<file path="src/rtl/tcw_pkg.sv">
// ----------------------------------------------------------------------------
// tcw_pkg
// Types and constants of the text console: request codes, register indexes,
// field widths, controller states and the controller/datapath interface.
// ----------------------------------------------------------------------------
package tcw_pkg;

  // Field widths of the ports
  localparam int REQ_W      = 2;
  localparam int CHAR_W     = 8;
  localparam int IDX_W      = 12;
  localparam int ROW_CFG_W  = 6;
  localparam int COL_CFG_W  = 8;
  localparam int ATTR_W     = 8;
  localparam int CUR_ROW_W  = 5;
  localparam int CUR_COL_W  = 7;
  localparam int CFG_IDX_W  = 2;
  localparam int CFG_DATA_W = 8;
  localparam int CELL_W     = CHAR_W + ATTR_W;

  // Register indexes
  localparam logic [CFG_IDX_W-1:0] CFG_SCREEN_ROWS    = 2'd0;
  localparam logic [CFG_IDX_W-1:0] CFG_SCREEN_COLS    = 2'd1;
  localparam logic [CFG_IDX_W-1:0] CFG_TEXT_ATTRIBUTE = 2'd2;

  // Register reset values and special characters
  localparam logic [ROW_CFG_W-1:0] RESET_ROWS   = 6'd24;
  localparam logic [COL_CFG_W-1:0] RESET_COLS   = 8'd80;
  localparam logic [ATTR_W-1:0]    RESET_ATTR   = 8'd7;
  localparam logic [CHAR_W-1:0]    NEWLINE_CODE = 8'd10;

  // Request codes
  typedef enum logic [REQ_W-1:0] {
    REQ_PRINT = 2'd0,
    REQ_CLEAR = 2'd1,
    REQ_READ  = 2'd2
  } req_t;

  // Controller states
  typedef enum logic [3:0] {
    ST_BOOT_CLR,
    ST_IDLE,
    ST_EXEC,
    ST_SCR_INIT,
    ST_SCR_RD,
    ST_SCR_WR,
    ST_SCR_ZERO,
    ST_CLR,
    ST_RESP
  } tcw_state_t;

  // Commands from controller to datapath
  typedef struct packed {
    logic accept;      // latch request, start cell read
    logic exec_print;  // print at cursor, update cursor
    logic home;        // cursor to 0,0
    logic ptr_clr;     // sweep pointer to 0
    logic scr_init;    // latch scroll extent
    logic scr_rd;      // read source cell of a scroll move
    logic scr_move;    // write moved cell at pointer
    logic zero_wr;     // write blank cell at pointer
    logic ptr_inc;     // advance sweep pointer
    logic load_out;    // load result word
  } tcw_cmd_t;

  // Status from datapath to controller
  typedef struct packed {
    req_t req;
    logic needs_scroll;
    logic move_more;
    logic zero_last;
    logic clr_last;
  } tcw_status_t;

endpackage

</file>
<file path="src/rtl/tcw_ctrl.sv">
// ----------------------------------------------------------------------------
// tcw_ctrl
// Sequencer of the text console: handshakes, request dispatch, scroll and
// clear sweeps, and the result word valid flag.
// ----------------------------------------------------------------------------
module tcw_ctrl import tcw_pkg::*; (
  input  logic        clk,
  input  logic        rst_n,
  input  logic        in_valid,
  output logic        in_stall,
  output logic        out_valid,
  input  logic        out_stall,
  input  tcw_status_t status,
  output tcw_cmd_t    cmd
);

  tcw_state_t state_r, state_nxt;
  logic       out_valid_r, out_valid_nxt;
  logic       out_free;

  // Result register can take a word this cycle
  assign out_free = !out_valid_r || !out_stall;

  // State register
  always_ff @(posedge clk) begin
    if (!rst_n) begin
      state_r     <= ST_BOOT_CLR;
      out_valid_r <= 1'b0;
    end else begin
      state_r     <= state_nxt;
      out_valid_r <= out_valid_nxt;
    end
  end

  // Next state and commands
  always_comb begin
    state_nxt = state_r;
    cmd       = '0;
    case (state_r)
      ST_BOOT_CLR: begin
        cmd.zero_wr = 1'b1;
        cmd.ptr_inc = 1'b1;
        if (status.clr_last) begin
          state_nxt = ST_IDLE;
        end
      end
      ST_IDLE: begin
        if (in_valid) begin
          cmd.accept = 1'b1;
          state_nxt  = ST_EXEC;
        end
      end
      ST_EXEC: begin
        case (status.req)
          REQ_PRINT: begin
            cmd.exec_print = 1'b1;
            if (status.needs_scroll) begin
              state_nxt = ST_SCR_INIT;
            end else if (out_free) begin
              cmd.load_out = 1'b1;
              state_nxt    = ST_IDLE;
            end else begin
              state_nxt = ST_RESP;
            end
          end
          REQ_CLEAR: begin
            cmd.home    = 1'b1;
            cmd.ptr_clr = 1'b1;
            state_nxt   = ST_CLR;
          end
          default: begin
            if (out_free) begin
              cmd.load_out = 1'b1;
              state_nxt    = ST_IDLE;
            end else begin
              state_nxt = ST_RESP;
            end
          end
        endcase
      end
      ST_SCR_INIT: begin
        cmd.scr_init = 1'b1;
        cmd.ptr_clr  = 1'b1;
        state_nxt    = ST_SCR_RD;
      end
      ST_SCR_RD: begin
        if (status.move_more) begin
          cmd.scr_rd = 1'b1;
          state_nxt  = ST_SCR_WR;
        end else begin
          state_nxt = ST_SCR_ZERO;
        end
      end
      ST_SCR_WR: begin
        cmd.scr_move = 1'b1;
        cmd.ptr_inc  = 1'b1;
        state_nxt    = ST_SCR_RD;
      end
      ST_SCR_ZERO: begin
        cmd.zero_wr = 1'b1;
        cmd.ptr_inc = 1'b1;
        if (status.zero_last) begin
          state_nxt = ST_RESP;
        end
      end
      ST_CLR: begin
        cmd.zero_wr = 1'b1;
        cmd.ptr_inc = 1'b1;
        if (status.clr_last) begin
          state_nxt = ST_RESP;
        end
      end
      ST_RESP: begin
        if (out_free) begin
          cmd.load_out = 1'b1;
          state_nxt    = ST_IDLE;
        end
      end
      default: begin
        state_nxt = ST_IDLE;
      end
    endcase
  end

  // Result valid: set on load, drop when taken
  always_comb begin
    out_valid_nxt = out_valid_r;
    if (cmd.load_out) begin
      out_valid_nxt = 1'b1;
    end else if (out_valid_r && !out_stall) begin
      out_valid_nxt = 1'b0;
    end
  end

  assign in_stall  = (state_r != ST_IDLE);
  assign out_valid = out_valid_r;

endmodule

</file>
<file path="config.mk">
export PLATFORM = sky130hd
export DESIGN_NAME = tcw_ctrl
export DESIGN_NICKNAME = d
export VERILOG_FILES = /design/src/rtl/tcw_pkg.sv /design/src/rtl/tcw_ctrl.sv
export SDC_FILE = /design/constraint.sdc
export NUM_CORES = 1
export LEC_CHECK = 0
export BUFFER_PORTS_ARGS = -buffer_cell sky130_fd_sc_hd__buf_2
export CELL_PAD_IN_SITES_DETAIL_PLACEMENT = 1
export CELL_PAD_IN_SITES_GLOBAL_PLACEMENT = 1
export CORE_MARGIN = 3
export CORE_UTILIZATION = 30
export CTS_BUF_LIST = sky130_fd_sc_hd__clkbuf_8 sky130_fd_sc_hd__clkbuf_16
export CTS_CLUSTER_SIZE = 16
export DETAILED_ROUTE_END_ITERATION = 7
export PLACE_DENSITY = 0.72
export SETUP_SLACK_MARGIN = 0.15
export SKIP_CTS_REPAIR_TIMING = 1
export SYNTH_ARGS = -nofsm -noshare
export SYNTH_HDL_FRONTEND = slang
export SYNTH_SLANG_ARGS = --single-unit
</file>
<file path="constraint.sdc">
create_clock -name clk -period 1.9 [get_ports clk]
set_clock_uncertainty 0.05 [all_clocks]
set_input_delay 0 -clock clk [delete_from_list [all_inputs] [get_ports clk]]
set_output_delay 0 -clock clk [all_outputs]
set_load 0.01 [all_outputs]
</file>
* Yosys cells after proc, flatten, opt, wreduce, memory -nomap -nowiden *
Index checks and enable logic that the tools add are counted.

word-level totals
  bits in registers = 5
  input port bits = 10
  output and inout port bits = 12
  word-level logic and storage cells = 56

cells by class
  eq/ne operators = 15
  multiplexer cells = 28
  reductions and logical operators = 11

operators with widths
  operator              count
  $pmux W4 S8           1
  $mux W4               7
  $eq A4 B3 Y1 const B  4
  $mux W1               13
  $ne A2 B2 Y1 const B  5
  $eq A4 B2 Y1 const B  2
  $pmux W4 S2           1
  $mux W2               3
  $pmux W1 S2           3
  $reduce_and A5 Y1     1
  $eq A4 B1 Y1 const B  1
  $eq A4 B4 Y1 const B  1
  $logic_not A4 Y1      1
  $ne A4 B1 Y1 const B  1
  $reduce_or A4 Y1      1
  $reduce_or A3 Y1      1
  $eq A2 B1 Y1 const B  1
  $logic_not A1 Y1      2
  $logic_not A2 Y1      1
  $reduce_bool A2 Y1    1
  $reduce_or A2 Y1      1
  $logic_and A1 B1 Y1   1
  $logic_or A1 B1 Y1    1

* Longest topological paths before layout *
Gate-level depths: netlist of run 1.

  word-level depth = 7
  depth in mapped cells = 6
  depth with buffers taken out = 4

* Worst setup path before layout of run 1 *
OpenSTA, ideal clock, no wires.

  path type = register -> register
  from = register state_r[2]
  to = register state_r[1]
  setup time = 116 ps
  arrival time = 1255 ps
  data required time = 1734 ps
  slack = 480 ps
  stages on the path, launching flop included = 5
  path buffers = 0
  period minus slack after synthesis = 1420 ps
  cells stage by stage = dfxtp_1 > or4b_4 > a21oi_4 > o31ai_1 > and3b_1

between the ends
  word-level cells in the longest chain between the ends = 3
  elaborated cells on any way between the ends = 17
  classes of those cells = eq/ne: 13; mux: 1; reduce/logical: 3

ends and longest elaborated chain
  item                                                               line            text
  from (decl)                                                        tcw_ctrl.sv:17  tcw_state_t state_r, state_nxt;
  from (signal assigned)                                             tcw_ctrl.sv:30  state_r <= state_nxt;
  $eq A4 B3 Y1, or another cell as far along                         tcw_ctrl.sv:39  case (state_r)
  $reduce_or A2 Y1 (no source line) or $ne A2 B2 Y1 (tied branches)  --
  $pmux W4 S8 or $reduce_and A5 Y1 (tied branches)                   --

Parallel ways exist; a longest one is shown, timed or not.
A chain may end at the register's enable or synchronous reset.

* Worst setup path after layout of run 1 *
Ends and elaborated chain as after synthesis.

==> results of run 1 <==
## final timing paths
check                                             start                       to
worst min-delay path                              rst_n  state_r[3]$_SDFFE_PN0P_
worst max register to register  state_r[2]$_SDFFE_PN0P_  state_r[1]$_SDFFE_PN0P_
worst min register to register   out_valid$_SDFFE_PN0P_   out_valid$_SDFFE_PN0P_
worst max-delay path            state_r[2]$_SDFFE_PN0P_  state_r[1]$_SDFFE_PN0P_
## synthesized netlist by cell type, types with 3 or more instances
cell	number
buf_2	3
nor2_1	6
dfxtp_1	5
nand3_1	3
a21oi_1	5
nor4_1	3
nor2b_1	3
nand2_1	4
## sequential cells by signal (all words and copies together) (netlist names)
signal and count:
out_valid 1, state_r 4
## kinds of logic after synthesis
| logic type | count (synthesis) |
|---|---|
| AND/OR/NAND/NOR | 34 |
| flip-flops | 5 |
| buffers and inverters | 8 |
| AO/OA/AOI/OAI | 22 |
## worst max-delay path: cells and delay by family, from the launching register on
family,cells,cell delay [ns]
AND/OR/NAND/NOR,2,0.67
flip-flops,1,0.40
AO/OA/AOI/OAI,2,0.40
## cell type report
class,count,area [sq um],area share (%)
clock inverter,1,3.75,0.563
tap,16,20.0,3.00
inverter,3,11.3,1.69
clock buffer,3,41.3,6.19
multi-input combinational,56,369,55.3
timing repair buffer,23,120,18.0
sequential,5,101,15.2
## per-layer routing
layer / part of all wire [%] / up-vias / routed length (microns) / GRT usage (%)
met5: 0 / - / 0 / 0
met4: 0.71 / 0 / 11 / 4.97
met2: 45 / 16 / 694 / 22.0
met1: 47 / 283 / 722 / 21.7
met3: 7.7 / 2 / 119 / 6.13
li1: - / 301 / - / -
## power breakdown
part           total (mW)  internal [mW]  switching (mW)
logic               0.456          0.205           0.251
registers           0.185          0.131          0.0544
clock network       0.190          0.138          0.0518
total               0.832          0.474           0.358
## cells in the final DEF, fill, tap and decap left out, types with 2 or more instances in the layout
cell type | synthesis | layout
a21oi_1 | 5 | 5
and3_1 | 2 | 2
buf_2 | 3 | 21
buf_4 | 1 | 2
clkbuf_8 | 0 | 3
dfxtp_1 | 5 | 4
inv_1 | 1 | 2
inv_2 | 2 | 2
nand2_1 | 4 | 4
nand2b_1 | 2 | 2
nand3_1 | 3 | 3
nor2_1 | 6 | 6
nor2b_1 | 3 | 3
nor3_1 | 2 | 2
nor3b_1 | 2 | 2
nor4_1 | 3 | 3
o21ai_0 | 2 | 2
## through the flow
stage               area, sq um  cells
detailed placement          621    103
global placement            621    103
CTS                         666    107
global route                667    107
finish                      667    107
floorplan                   507     69
==> metrics, run 1 <==
crit path launch type flop; ratio of final minimum period to clock period 85.3%; syn_nets 79; FFs w/ async S/R, synth 0%; die height 47.1 microns; first-pass GRT wire length 2.43 mm; DRT iter0 DRCs 7; mean area per synthesized cell 7.34 sq um; fin util 43.3%; CP Class flop to flop; boundary pin count 22; dominant cell type by area after synthesis dfxtp_1; yosys warns 0; vias in the first global route 526; Synth Flop Type dfxtp_1; post-synthesis mux area share 0%; P_leak 0.301 nW; Area contributors post-synth dfxtp_1, a21oi_1, nor2_1; port bufs 21; GR Util All Layers 15.6%; Final #Nets 102; Slew @ Worst Pin 0.421 ns; CTS H-tree lvls 1; status finished clean; TritonCTS clock tree built; DR DRC count 0; final antenna-violating net count 0; Crit Path Max Fanout 11; Remaining Overflow, GRT 0; die width 47.1 microns; post-synthesis adder-cell area fraction 0%; Post-Syn Instances 69; r2r setup slk 0.28 ns; worst setup margin 0.278 ns; Reg2Reg Depth 4; fin. max-slew vios 0; Yosys reg bits 5; pin count of the biggest net entering global routing 17; antenna diode count 0; max-cap violation count 0; total number of vias 602; final setup fails 0; detailed-route wire length 1.55 mm; Slew headroom 71.9%; layout cells sized above 1 36.3%; WHS Path Cells 2; simple-gate share of the synthesized area 40.2%; pre-CTS setup slack 0.291 ns; Final Hold Viols 0; Cell Area, Synth 507 sq um; largest family of logic cells by synthesized area simple AND/OR/NAND/NOR gates; Layout area overhead 31.6%; initial antenna violation count 0; Clock Latency Late Sink 0.22 ns; clk sinks 5; root buf cell clkbuf_8; Max stage delay cell, worst path or3_1; CP max stage delay 0.49 ns; Final Power 0.832 mW; Critical Path RT 1.96 ns; Seq/Total Area, Yosys 19.8%; Setup TNS 0 ns; Hold Path Class primary input to flop; post-synthesis compound-gate area fraction 32.6%; DR pass1 iterations 2; die area 2220 sq um; pwr dens 1250 nW/um^2; post-synthesis xor/xnor area fraction 0%; area share of the largest cell type after synthesis 19.8%; CP Cell Sequence or3_1, a21oi_1, o31ai_1, and3b_1; Vias/cell 5.63; clock buffer depth 2; Site Rows 14; post-route minimum period 1.62 ns; post-DP HPWL 1.18 mm; Fin Hold WS 0.00284 ns; Initial Utilization 32.9%; Worst VDD drop 545 uV; fmax 0.617 GHz; nature of the critical path endpoint flop; core box area 1540 sq um; Worst-path clk slew 0.04 ns; post-DR wirelength/cell 14.5 microns; Placer Congestion 0.752; Post-synth EDFFs 0; post-synthesis cell type count 39; Num CTS Buffers 3; Worst Path Arrival 1.68 ns; FILL cells 211; RSZ-0062 raised after global routing false
No activity file was read; power rests on OpenSTA's default activity.
==> run 2: changes to the inputs <==
- clock period: 1.9 -> 1.5 ns (I/O delays scaled with it)
==> metrics, run 2 (synthesis gave the netlist of run 1 again) <==
layout cells sized above 1 56.6% (+20 points); root buf cell clkbuf_8; TritonCTS clock tree built; post-route minimum period 1.50 ns (-0.125 ns); CTS H-tree lvls 1 (unchanged); pwr dens 1640 nW/um^2 (+32%); status finished with violations; Top Usage Layer GRT met2; placed insts 109 (+5.8%); Final Hold Viols 1 (+1); DR pass1 iterations 2 (unchanged); non-filler cells, final 115 (+7.5%); post-DR wirelength/cell 16.0 microns (+10%); Critical Path RT 1.56 ns (-0.40 ns); Slew @ Worst Pin 0.305 ns (-0.116 ns); vias in the first global route 604 (+15%); total number of vias 643 (+6.8%); CP Cell Sequence or4b_4, a21oi_4, o31ai_1, and3b_1; boundary pin count 22 (unchanged); max-cap violation count 0 (unchanged); GR Util All Layers 17.1% (+1.4 points); Crit path max-delay family simple AND/OR/NAND/NOR gates; initial antenna violation count 0 (unchanged); clk sinks 5 (unchanged); first-pass GRT wire length 2.66 mm (+9.7%); Fin Hold WS -0.0101 ns (-0.0129 ns); failing checks hold timing; fin. max-slew vios 0 (unchanged); Final Power 1.36 mW (+64%); Clock Latency Late Sink 0.22 ns (about the same); DRT iter0 DRCs 4 (-3); crit path launch type flop; Worst VDD drop 851 uV (+56%); detailed-route wire length 1.84 mm (+19%); die height 47.1 microns (unchanged); pre-CTS setup slack -0.0510 ns (-0.342 ns); Layout area overhead 63.5%; Final #Nets 110 (+7.8%); worst setup margin 0.00335 ns (-0.275 ns); GR Util met3 2.30% (-3.8 points); Remaining Overflow, GRT 0 (unchanged); Crit Path Max Fanout 7 (-4); Vias/cell 5.59 (-0.62%); Site Rows 14 (unchanged); most frequent cells in the layout buf_2, buf_4, nor2_1; nature of the critical path endpoint flop; Placed Area 667 sq um (+7.5%); antenna diode count 0 (unchanged); Largest Register state_r; port bufs 21 (unchanged); clock buffer depth 2 (unchanged); Num CTS Buffers 3 (unchanged); ratio of final minimum period to clock period 99.8% (+14 points); core box area 1540 sq um (unchanged); pin count of the biggest net entering global routing 12 (-5); Worst-path clk slew 0.03 ns (about the same); Initial Utilization 32.9% (unchanged); Worst Path Arrival 1.55 ns (-0.13 ns); worst path bufs/invs 0 (unchanged); Max stage delay cell, worst path or4b_4; die width 47.1 microns (unchanged); CP Class flop to flop; die area 2220 sq um (unchanged); final setup fails 0 (unchanged); CP max stage delay 0.53 ns (+0.04 ns); grt met2 use 29.5% (+7.6 points); Post-Layout Inst Area 828 sq um (+24%); fmax 0.668 GHz (+8.3%); most common cell after layout, fill and taps aside buf_2; final antenna-violating net count 0 (unchanged); Slew headroom 79.6% (+7.7 points); met1 GRT Util 21.0% (-0.71 points); post-DP HPWL 1.39 mm (+17%); RSZ-0062 raised after global routing true; P_leak 0.360 nW (+20%); DR DRC count 0 (unchanged); Largest register FFs 4 (unchanged); Hold Path Class primary input to flop; Placer Congestion 0.836 (+11%)
## run 2: stage by stage
| stage | setup TNS, ns | util (%) |
|---|---|---|
| after floorplan | 0 | - |
| after global placement | 0 | 43.3 |
| after detailed placement | -0.0783 | 43.3 |
| after CTS | -0.190 | 46.2 |
| after global routing | -0.117 | 53.7 |
| final | 0 | 53.7 |
## run 2: final timing paths
path	from	endpoint	slack, ns	cells after the start
worst min-delay path	rst_n	state_r[0]$_SDFFE_PN0P_	-0.01	3
worst max register to register	state_r[1]$_SDFFE_PN0P_	state_r[1]$_SDFFE_PN0P_	0.003	4
worst min register to register	out_valid$_SDFFE_PN0P_	out_valid$_SDFFE_PN0P_	0.55	2
worst max-delay path	state_r[1]$_SDFFE_PN0P_	state_r[1]$_SDFFE_PN0P_	0.003	4
## run 2: area by class of cell
cell class                 instances  area [sq um]
fill                             195           713
multi-input combinational         56           453
timing repair buffer              31           188
sequential                         5           106
clock buffer                       3          41.3
tap                               16          20.0
inverter                           3          16.3
clock inverter                     1          3.75
## run 2: metal layers
metal	up-vias	part of all wire (%)	wire, microns
met1	307	45	831
met4	0	1.5	27
met5	-	0	0
li1	320	-	-
met3	4	2.1	38
met2	12	51	940
## run 2: worst min-delay path: stages
cell     delay [ns]
buf_2          0.13
o41ai_2        0.06
a21oi_2        0.03
## run 2: power breakdown
part           total [mW]  switching (mW)  internal (mW)
Clock               0.239          0.0639          0.175
Sequential          0.215          0.0441          0.171
Combinational       0.908           0.456          0.452
